<file path="src/hdl/srrw_pkg.sv">
// Shared types and constants for the selective-repeat receive window.
// Used by srrw_cell, srrw_cell_row and selective_repeat_receive_window.
// No dependencies.
package srrw_pkg;

  // Field widths
  localparam int SEQ_W    = 31;
  localparam int STATUS_W = 2;
  localparam int LEN_W    = 11;
  localparam int SLOT_W   = 7;
  localparam int BYTES_W  = 17;

  // Geometry
  localparam int WINDOW_SIZE_DEF = 16;
  localparam int BUFFER_SLOTS    = 64;
  localparam int PAYLOAD_BYTES   = 1024;

  // Saturation limits
  localparam logic [SLOT_W-1:0]  SLOT_MAX    = '1;
  localparam logic [BYTES_W-1:0] BYTES_MAX   = '1;
  localparam logic [BYTES_W-1:0] BATCH_LIMIT = BYTES_W'(BUFFER_SLOTS * PAYLOAD_BYTES);
  localparam logic [SLOT_W-1:0]  SLOT_LAST   = SLOT_W'(BUFFER_SLOTS - 1);
  localparam logic [LEN_W-1:0]   LEN_MAX     = LEN_W'(PAYLOAD_BYTES);

  // Packet status codes
  localparam logic [STATUS_W-1:0] STATUS_GOOD    = 2'd0;
  localparam logic [STATUS_W-1:0] STATUS_CORRUPT = 2'd1;
  localparam logic [STATUS_W-1:0] STATUS_FINAL   = 2'd2;
  localparam logic [STATUS_W-1:0] STATUS_INVALID = 2'd3;

  typedef enum logic [1:0] {
    ST_IDLE,
    ST_CHECK,
    ST_EVAL,
    ST_SLIDE
  } state_t;

  // Commands broadcast to every cell
  typedef struct packed {
    logic              restart;
    logic              mark;
    logic              shift;
    logic [SLOT_W-1:0] fill_slot;
  } cell_ctrl_t;

  // What the row reports back
  typedef struct packed {
    logic              head_received;
    logic [SLOT_W-1:0] read_slot;
  } row_status_t;

endpackage

</file>
<file path="src/hdl/srrw_cell.sv">
// One window entry: received flag and buffer slot.
// Loads from its upper neighbor on a shift. Depends on srrw_pkg.
module srrw_cell (
  input  logic                      clk,
  input  logic                      rst,
  input  srrw_pkg::cell_ctrl_t      ctrl,
  input  logic [srrw_pkg::SLOT_W-1:0] init_slot,
  input  logic                      hit,
  input  logic                      in_received,
  input  logic [srrw_pkg::SLOT_W-1:0] in_slot,
  output logic                      received,
  output logic [srrw_pkg::SLOT_W-1:0] slot
);
  import srrw_pkg::*;

  // Restart, shift from neighbor, or mark on a lookup hit
  always_ff @(posedge clk) begin
    if (rst || ctrl.restart) begin
      received <= 1'b0;
      slot     <= init_slot;
    end else if (ctrl.shift) begin
      received <= in_received;
      slot     <= in_slot;
    end else if (ctrl.mark && hit) begin
      received <= 1'b1;
    end
  end

endmodule

</file>
<file path="src/hdl/srrw_cell_row.sv">
// Row of window cells, lowest sequence number at index 0.
// Fresh slots enter at the tail on a shift. Depends on srrw_pkg, srrw_cell.
module srrw_cell_row #(
  parameter int WINDOW_SIZE = srrw_pkg::WINDOW_SIZE_DEF,
  parameter int IDX_W       = $clog2(WINDOW_SIZE)
) (
  input  logic                  clk,
  input  logic                  rst,
  input  srrw_pkg::cell_ctrl_t  ctrl,
  input  logic [IDX_W-1:0]      idx,
  output srrw_pkg::row_status_t status
);
  import srrw_pkg::*;

  logic                  recv [WINDOW_SIZE];
  logic [SLOT_W-1:0]     slot [WINDOW_SIZE];
  logic [WINDOW_SIZE-1:0] hit;

  for (genvar i = 0; i < WINDOW_SIZE; i++) begin : g_cell
    logic              nb_received;
    logic [SLOT_W-1:0] nb_slot;

    assign hit[i] = (idx == IDX_W'(i));

    // Tail takes the fresh slot; others take their upper neighbor
    if (i == WINDOW_SIZE - 1) begin : g_tail
      assign nb_received = 1'b0;
      assign nb_slot     = ctrl.fill_slot;
    end else begin : g_body
      assign nb_received = recv[i+1];
      assign nb_slot     = slot[i+1];
    end

    srrw_cell u_cell (
      .clk         (clk),
      .rst         (rst),
      .ctrl        (ctrl),
      .init_slot   (SLOT_W'(i)),
      .hit         (hit[i]),
      .in_received (nb_received),
      .in_slot     (nb_slot),
      .received    (recv[i]),
      .slot        (slot[i])
    );
  end

  // One-hot select of the addressed slot
  always_comb begin
    status.head_received = recv[0];
    status.read_slot     = '0;
    for (int i = 0; i < WINDOW_SIZE; i++) begin
      status.read_slot = status.read_slot | (hit[i] ? slot[i] : '0);
    end
  end

endmodule

</file>
<file path="src/hdl/selective_repeat_receive_window.sv">
// Selective-repeat ARQ receive window, top level.
// Holds the sequencer, window base, slot and byte counters and the output
// register. Depends on srrw_pkg and srrw_cell_row.
//
// Input channel (s_*): one decoded packet per request, sequence number and
// length in s_tdata, status in s_tuser. Output channel (m_*): at most one
// result per packet: ack, write request and flush information.
// s_tready is high only while the sequencer is idle, so one packet is in
// work at a time. Steps from one accepted packet to the next:
//   in-window, no flush: check, evaluate, then slide out the k received
//     entries (k = 0..WINDOW_SIZE), one cell-row shift per cycle;
//   in-window with flush, or below the window: check, then evaluate;
//   above the window or after the final packet: check only (no result).
// A packet is captured on acceptance, then checked, and its result enters the output register from the evaluate step.
// If the register still holds a result, with m_tready low, while a new result is due,
// the sequencer waits in its evaluate step until the register frees up; the next
// packet is still taken while an earlier result waits to be read.
// Reset (rst, synchronous) clears the window to base 0, slots 0..W-1, empty
// batch and no transfer finished; no clearing pass is needed.
module selective_repeat_receive_window #(
  parameter int WINDOW_SIZE = srrw_pkg::WINDOW_SIZE_DEF
) (
  input  logic        clk,
  input  logic        rst,
  input  logic        s_tvalid,
  output logic        s_tready,
  input  logic [47:0] s_tdata,   // packet_seq[30:0], payload_length[41:31], zero fill
  input  logic [1:0]  s_tuser,   // packet_status[1:0]
  output logic        m_tvalid,
  input  logic        m_tready,
  output logic [71:0] m_tdata,   // ack_seq[30:0], write_slot[37:31], write_length[48:38],
                                 // flush_bytes[65:49], zero fill
  output logic [3:0]  m_tuser,   // ack_error[0], write_valid[1], slot_overflow[2], flush[3]
  output logic        m_tlast    // finished
);
  import srrw_pkg::*;

  localparam int IDX_W = $clog2(WINDOW_SIZE);

  state_t state, state_next;

  // Captured request
  logic [SEQ_W-1:0]    seq;
  logic [STATUS_W-1:0] status;
  logic [LEN_W-1:0]    len;

  // Lookup results
  logic             below, inwin;
  logic [IDX_W-1:0] idx;

  // Window state
  logic [SEQ_W-1:0]   window_base;
  logic [SLOT_W-1:0]  next_slot;
  logic [BYTES_W-1:0] batch_bytes;
  logic               transfer_done;

  // Output register
  logic               out_valid;
  logic [SEQ_W-1:0]   out_ack_seq;
  logic               out_ack_error;
  logic               out_write_valid;
  logic [SLOT_W-1:0]  out_write_slot;
  logic [LEN_W-1:0]   out_write_length;
  logic               out_overflow;
  logic               out_flush;
  logic [BYTES_W-1:0] out_flush_bytes;
  logic               out_finished;

  cell_ctrl_t  ctrl;
  row_status_t row;

  // Combinational helpers
  logic               err, fin, out_free, load_out, flush_now;
  logic [SEQ_W-1:0]   offset;
  logic [LEN_W-1:0]   len_clamped;
  logic [BYTES_W:0]   bytes_sum;
  logic [BYTES_W-1:0] bytes_sat;

  assign err         = (status == STATUS_CORRUPT) || (status == STATUS_INVALID);
  assign fin         = (status == STATUS_FINAL);
  assign offset      = seq - window_base;
  assign len_clamped = (s_tdata[41:31] > LEN_MAX) ? LEN_MAX : s_tdata[41:31];
  assign bytes_sum   = {1'b0, batch_bytes} + (BYTES_W+1)'(len);
  assign bytes_sat   = bytes_sum[BYTES_W] ? BYTES_MAX : bytes_sum[BYTES_W-1:0];
  assign flush_now   = fin || (bytes_sat >= BATCH_LIMIT);
  assign out_free    = !out_valid || m_tready;

  srrw_cell_row #(
    .WINDOW_SIZE (WINDOW_SIZE),
    .IDX_W       (IDX_W)
  ) u_row (
    .clk    (clk),
    .rst    (rst),
    .ctrl   (ctrl),
    .idx    (idx),
    .status (row)
  );

  // State register
  always_ff @(posedge clk) begin
    if (rst) begin
      state <= ST_IDLE;
    end else begin
      state <= state_next;
    end
  end

  // Next state and cell commands
  always_comb begin
    state_next     = state;
    s_tready       = 1'b0;
    load_out       = 1'b0;
    ctrl.restart   = 1'b0;
    ctrl.mark      = 1'b0;
    ctrl.shift     = 1'b0;
    ctrl.fill_slot = next_slot;
    unique case (state)
      ST_IDLE: begin
        s_tready = 1'b1;
        if (s_tvalid) begin
          state_next = ST_CHECK;
        end
      end
      ST_CHECK: begin
        if (transfer_done) begin
          state_next = ST_IDLE;
        end else if (seq < window_base || offset < SEQ_W'(WINDOW_SIZE)) begin
          state_next = ST_EVAL;
        end else begin
          state_next = ST_IDLE;
        end
      end
      ST_EVAL: begin
        if (out_free) begin
          load_out = 1'b1;
          if (below || !inwin) begin
            state_next = ST_IDLE;
          end else begin
            ctrl.mark = !err;
            if (flush_now) begin
              ctrl.restart = 1'b1;
              state_next   = ST_IDLE;
            end else begin
              state_next = ST_SLIDE;
            end
          end
        end
      end
      ST_SLIDE: begin
        if (row.head_received) begin
          ctrl.shift = 1'b1;
        end else begin
          state_next = ST_IDLE;
        end
      end
      default: state_next = ST_IDLE;
    endcase
  end

  // Request capture and lookup registers
  always_ff @(posedge clk) begin
    if (state == ST_IDLE && s_tvalid) begin
      seq    <= s_tdata[30:0];
      status <= s_tuser;
      len    <= len_clamped;
    end
    if (state == ST_CHECK) begin
      below <= seq < window_base;
      inwin <= !(seq < window_base) && (offset < SEQ_W'(WINDOW_SIZE));
      idx   <= offset[IDX_W-1:0];
    end
  end

  // Window base, slot counter, batch bytes, done flag
  always_ff @(posedge clk) begin
    if (rst) begin
      window_base   <= '0;
      next_slot     <= SLOT_W'(WINDOW_SIZE);
      batch_bytes   <= '0;
      transfer_done <= 1'b0;
    end else if (ctrl.restart) begin
      window_base   <= window_base + SEQ_W'(WINDOW_SIZE);
      next_slot     <= SLOT_W'(WINDOW_SIZE);
      batch_bytes   <= '0;
      transfer_done <= fin;
    end else begin
      if (ctrl.mark || (load_out && inwin && !below)) begin
        batch_bytes <= bytes_sat;
      end
      if (ctrl.shift) begin
        window_base <= window_base + SEQ_W'(1);
        if (next_slot != SLOT_MAX) begin
          next_slot <= next_slot + SLOT_W'(1);
        end
      end
    end
  end

  // Output register valid
  always_ff @(posedge clk) begin
    if (rst) begin
      out_valid <= 1'b0;
    end else if (load_out) begin
      out_valid <= 1'b1;
    end else if (m_tready) begin
      out_valid <= 1'b0;
    end
  end

  // Output register payload
  always_ff @(posedge clk) begin
    if (load_out) begin
      out_ack_seq   <= seq;
      out_ack_error <= err;
      if (below) begin
        out_write_valid  <= 1'b0;
        out_write_slot   <= '0;
        out_write_length <= '0;
        out_overflow     <= 1'b0;
        out_flush        <= 1'b0;
        out_flush_bytes  <= '0;
        out_finished     <= 1'b0;
      end else begin
        out_write_valid  <= 1'b1;
        out_overflow     <= row.read_slot >= SLOT_W'(BUFFER_SLOTS);
        out_write_slot   <= (row.read_slot >= SLOT_W'(BUFFER_SLOTS)) ? SLOT_LAST
                                                                     : row.read_slot;
        out_write_length <= len;
        out_flush        <= flush_now;
        out_flush_bytes  <= flush_now ? bytes_sat : '0;
        out_finished     <= fin;
      end
    end
  end

  assign m_tvalid = out_valid;
  assign m_tdata  = {6'd0, out_flush_bytes, out_write_length, out_write_slot, out_ack_seq};
  assign m_tuser  = {out_flush, out_overflow, out_write_valid, out_ack_error};
  assign m_tlast  = out_finished;

  // Finished only comes with a flush
  a_finish_flush: assert property (@(posedge clk) disable iff (rst)
    out_valid && out_finished |-> out_flush)
    else $error("finished without flush");

  // Byte count shown only on a flush
  a_bytes_flush: assert property (@(posedge clk) disable iff (rst)
    out_valid && !out_flush |-> out_flush_bytes == '0)
    else $error("flush_bytes without flush");

  // Overflow only on a write
  a_ovf_write: assert property (@(posedge clk) disable iff (rst)
    out_valid && out_overflow |-> out_write_valid)
    else $error("slot overflow without write");

  // Transfer stays finished until reset
  a_done_sticky: assert property (@(posedge clk) disable iff (rst)
    transfer_done |=> transfer_done)
    else $error("transfer_done cleared");

  // Each slide step moves the base by one
  a_slide_base: assert property (@(posedge clk) disable iff (rst)
    state == ST_SLIDE && row.head_received |=>
      window_base == $past(window_base) + SEQ_W'(1))
    else $error("window base slide mismatch");

endmodule
</file>
<file path="config.mk">
export PLATFORM = sky130hd
export DESIGN_NAME = selective_repeat_receive_window
export DESIGN_NICKNAME = d
export VERILOG_FILES = /design/src/hdl/srrw_pkg.sv /design/src/hdl/srrw_cell.sv /design/src/hdl/srrw_cell_row.sv /design/src/hdl/selective_repeat_receive_window.sv
export SDC_FILE = /design/constraint.sdc
export NUM_CORES = 1
export LEC_CHECK = 0
export BUFFER_PORTS_ARGS = -buffer_cell sky130_fd_sc_hd__buf_4
export CAP_MARGIN = 25
export CORE_MARGIN = 8
export CORE_UTILIZATION = 30
export DETAILED_ROUTE_END_ITERATION = 7
export GPL_ROUTABILITY_DRIVEN = 0
export HOLD_SLACK_MARGIN = 0.05
export SYNTH_ARGS = -nofsm -noshare
export SYNTH_HDL_FRONTEND = slang
export SYNTH_HIERARCHICAL = 1
export SYNTH_SLANG_ARGS = --single-unit
export TNS_END_PERCENT = 1
</file>
<file path="constraint.sdc">
create_clock -name clk -period 6.35 [get_ports clk]
set_clock_uncertainty 0.15 [all_clocks]
set_input_delay 0.635 -clock clk [delete_from_list [all_inputs] [get_ports clk]]
set_output_delay 0.635 -clock clk [all_outputs]
set_load 0.01 [all_outputs]
</file>
# Yosys cells after proc, flatten, opt, wreduce, memory -nomap -nowiden
# Index checks and enable logic that the tools add are counted.
totals:
  regBits: 308
  latch_bits: 0
  mem_bits_rw: 0
  mem_bits_ro: 0
  out_inout_bits: 79
  mem_count: 0
op_classes:
  add_sub_neg: 5
  mul: 0
  div_mod_pow: 0
  n_lt_le_gt_ge: 5
  n_eq_ne: 25
  n_shift: 0
  muxes: 70
  n_bitwise: 16
  n_reduce_logical: 57
ops:
  columns: ["cell", "n"]
  rows:
  - ["$mux 7", 16]
  - ["$or 7x7->7", 15]
  - ["$mux 31", 2]
  - ["$mux 1", 39]
  - ["$reduce_bool 2->1", 17]
  - ["$eq 4x4->1 const B", 8]
  - ["$add 31x1->31 const B", 1]
  - ["$add 31x5->31 const B", 1]
  - ["$lt 31x31->1", 1]
  - ["$lt 31x5->1 const B", 1]
  - ["$sub 31x31->31", 1]
  - ["$logic_and 1x1->1", 20]
  - ["$mux 2", 10]
  - ["$add 17x11->18", 1]
  - ["$ge 17x17->1 const B", 1]
  - ["$mux 17", 1]
  - ["$eq 4x3->1 const B", 4]
  - ["$gt 11x11->1 const B", 1]
  - ["$eq 2x2->1 const B", 4]
  - ["$eq 4x2->1 const B", 2]
  - ["$pmux 2 s4", 1]
  - ["$reduce_or 2->1", 4]
  - ["$add 7x1->7 const B", 1]
  - ["$ge 7x7->1 const B", 1]
  - ["other kinds (12)", 25]

# Depth between registers and ports, before layout
logic_depth:
  word_depth: 19
  mapped_depth: 14
  mapped_depth_nobuf: 13

# By module
# Netlist, hierarchy kept.
modules_own_cells:
  columns: ["mod", "n_inst", "cells_per_inst", "area_per_inst_um2"]
  rows:
  - ["selective_repeat_receive_window", 1, 908, 9273.9]
  - ["srrw_cell", 16, 20, 347.8]
  - ["srrw_cell_row", 1, 121, 991.0]

# Least setup slack after synthesis
# No wires, ideal clock.
synth_path:
  kind: "reg2reg"
  from: "reg len[0]"
  to: "reg u_row/g_cell[0].u_cell/slot[0] in the netlist's numbering (enable)"
  setup_ps: 325
  t_arrival_ps: 5142
  required_ps: 5875
  setup_slack_ps: 733
  path_stages_with_launch: 13
  path_buffers: 0
  cell_sequence: "edfxtp_1 ha_1 inv_1 fa_1 nor2b_1 o21ai_2 a21boi_2 o311a_1 o21a_2 o31a_4 a21oi_4 nor2_1 or3_1"
synth_lines:
  columns: ["element", "line_no", "text"]
  rows:
  - ["from (decl)", "selective_repeat_receive_window.sv:45", "logic [LEN_W-1:0] len;"]
  - ["from (signal assigned)", "selective_repeat_receive_window.sv:165", "len <= len_clamped;"]
  - ["to (signal assigned)", "srrw_cell.sv:20", "slot <= init_slot;"]
  - ["to (signal assigned)", "srrw_cell.sv:23", "slot <= in_slot;"]
  - ["to (decl)", "srrw_cell.sv:12", "output logic [srrw_pkg::SLOT_W-1:0] slot"]

==> impl_metrics.json <==
{
  "outcome": "finished, final reports clean",
  "yosysWarnings": 6,
  "synth_top_cell_by_area": "edfxtp_1",
  "io_buffers": 120,
  "fp.dieW_um": 246,
  "yosysTopAreaCellShare_pct": 44.2,
  "yosysMostFrequentCell": "edfxtp_1",
  "final_max_slew_viol_count": 0,
  "area_growth_pct": 19.5,
  "cp.buffers_inverters": 2,
  "dp_cells": 2223,
  "grt_usage_pct": 12.6,
  "crit_type": "register to register",
  "drc_errors": 0,
  "cpLargestDelayFamily": "simple AND/OR/NAND/NOR gates",
  "grt_max_degree": 72,
  "worstPathRequired_ns": 6.56,
  "synth_seq_cells": 308,
  "avgSynthCellArea_um2": 11.7,
  "synthCells": 1349,
  "grt_setup_unrepaired": "false",
  "min_period_over_period_pct": 67.5,
  "avgViaCountPerCell": 4.91,
  "hpwl_mm": 28.1,
  "cp.arrival_ns": 4.50,
  "irDropWorstVdd_v": 0.000195,
  "endpoint_kind": "register",
  "synth_async_sr_flop_share_pct": 0,
  "hold_violations": 0,
  "cts_tree": "done",
  "ys_types": 85,
  "drt_pass1_iterations": 5,
  "final_layout_size_suffix_gt1_share_pct": 21.6,
  "grt_pass1_vias": 11214,
  "ff_latch_area_um2": 8500,
  "fin_area_um2": 18900,
  "clkSlewWorstSetupHoldPaths_ns": 0.06,
  "first_iter_violations": 796,
  "worst_pin_slew_ns": 0.984,
  "synth_area_leaders": "edfxtp_1 44%, dfxtp_1 9.5%, mux2_2 8.5%",
  "hold_class": "input port to register",
  "p_per_area_nw_per_um2": 268,
  "setup_viol": 0,
  "die_area_um2": 60400,
  "numCtsBuffers": 35,
  "nNetsFinal": 1675,
  "multi_input_area_um2": 7200,
  "antenna_found_initial": 2,
  "wl_per_cell_um": 17.0,
  "p_leak_uw": 0.00683,
  "tns_ns": 0,
  "core_um2": 52300,
  "period_needed_ns": 4.29,
  "layout.cells.non_filler": 2290,
  "critical_path.cell_chain": "ha_1 > inv_1 > fa_1 > nor2b_1 > o21ai_2 > a21boi_2 > o311a_1 > o21a_2 > o31a_4 > a21oi_4 > nor2_4 > buf_4 > or2_1 > a211oi_1",
  "post_cts_buffers": 0,
  "wl_mm": 38.8,
  "cts.sinks": 308,
  "via_count": 11239,
  "max_slew_margin_pct": 34.4,
  "cts.repair.resized": 0,
  "clock_latency_ns": 0.53,
  "rows": 84,
  "synth-edff-count": 233,
  "antenna_left": 0,
  "syn_area_um2": 15800,
  "cp_max_fo": 40,
  "n_fill_cell": 5178,
  "grt_overflow": 0,
  "cpPeakStageDelay_ns": 0.80,
  "cts_max_level": 2,
  "start_util_pct": 30.2,
  "cts_hold_buf": 0,
  "slowest_stage": "or2_1",
  "clock_path_buffers": 3,
  "cp-start-kind": "register",
  "drv.max_cap_violation_count": 0,
  "fp.dieH_um": 246,
  "fmax_mhz": 233,
  "synth.top_cells.by_count": "233 x edfxtp_1, 141 x nor2_1, 120 x mux2_2, 75 x dfxtp_1, 74 x inv_1",
  "clockRootBuffer": "clkbuf_16",
  "grt_pass1_wl_mm": 61.5,
  "placed_area_um2": 17800,
  "synth_flop_cell": "edfxtp_1",
  "ioPinCount": 133,
  "yosysSeqAreaShare_pct": 53.7,
  "regToRegSetupSlack_ns": 2.06
}
## area by class of cell
type | count | share of cell area, %
timing repair buffer | 131 | 5.40
inverter | 74 | 1.47
antenna | 2 | 0.0264
tap | 688 | 4.55
multi-input combinational | 1024 | 38.0
clock inverter | 17 | 0.476
clock buffer | 46 | 5.12
sequential | 308 | 44.9
## sequential cells by signal, indices dropped and copies added (netlist names), 2 cells and up
register                      count
u_row/g_cell.u_cell/received     16
out_write_length                 11
idx                               4
seq                              31
state                             2
out_flush_bytes                  17
window_base                      31
status                            2
out_write_slot                    7
out_ack_seq                      31
u_row/g_cell.u_cell/slot        112
next_slot                         7
len                              11
batch_bytes                      17
## placed cells by master, fill, tap and decap left out, types with 7 or more instances in the layout
master,count
ha_1,45
nand3_1,21
and3_1,9
conb_1,120
clkinv_1,8
nor3_1,19
mux4_2,12
nand2_1,57
a22o_1,8
a22oi_1,30
a31oi_1,10
nor2_4,17
a21oi_1,53
edfxtp_1,233
buf_4,129
o22ai_1,19
a21o_1,12
a2111oi_1,16
dfxtp_1,75
nor2b_1,31
nand4_1,13
clkinv_2,7
inv_1,74
clkbuf_16,38
o21ai_0,32
mux2_2,120
xnor2_1,33
a211oi_1,30
nor2_1,140
clkbuf_1,8
nor4_1,16
or3_1,31
nand2b_1,17
## through the flow
| step | util (%) | hold slack, ns | power, uW | setup WS [ns] |
|---|---|---|---|---|
| floorplan | - | 0.276 | 2960 | 0.733 |
| global placement | 34.0 | 0.288 | 3200 | 2.11 |
| detailed placement | 34.0 | 0.295 | 3210 | 2.06 |
| CTS | 36.0 | 0.105 | 5120 | 2.05 |
| global route | 36.1 | 0.107 | 5280 | 1.75 |
| finish | 36.2 | 0.137 | 5060 | 2.06 |
## where the power goes
part           switching [uW]  internal (uW)
clock network             803           1080
logic                     425            321
registers                96.9           2340
## final timing paths
kind	startpoint	end	cells after the start
min reg2reg	seq[0]$_DFFE_PP_	out_ack_seq[0]$_DFFE_PP_	0
max	len[0]$_SDFFCE_PN0P_	batch_bytes[5]$_SDFFE_PP0P_	14
min	s_tdata[12]	seq[12]$_DFFE_PP_	1
max reg2reg	len[0]$_SDFFCE_PN0P_	batch_bytes[5]$_SDFFE_PP0P_	14
## metal layers
layer	share of wire [%]	vias up	track usage [%]
met5	0	-	0
met4	2.6	0	4.27
met3	5.6	71	2.70
met2	46	303	19.9
met1	46	5451	16.9
li1	-	5414	-
## kinds of logic (layout without fill, tap and decap cells)
family	Yosys count	count (layout)	synth area share (%)
AO/OA/AOI/OAI	277	277	12.5
other	3	122	0.0711
XOR/XNOR	39	39	2.16
flip-flops	308	308	53.7
multiplexers	140	140	11.0
buffers and inverters	134	268	3.70
AND/OR/NAND/NOR	401	401	13.1
adder cells (fa/ha/maj)	47	47	3.81
No activity file was read; power rests on OpenSTA's default activity.
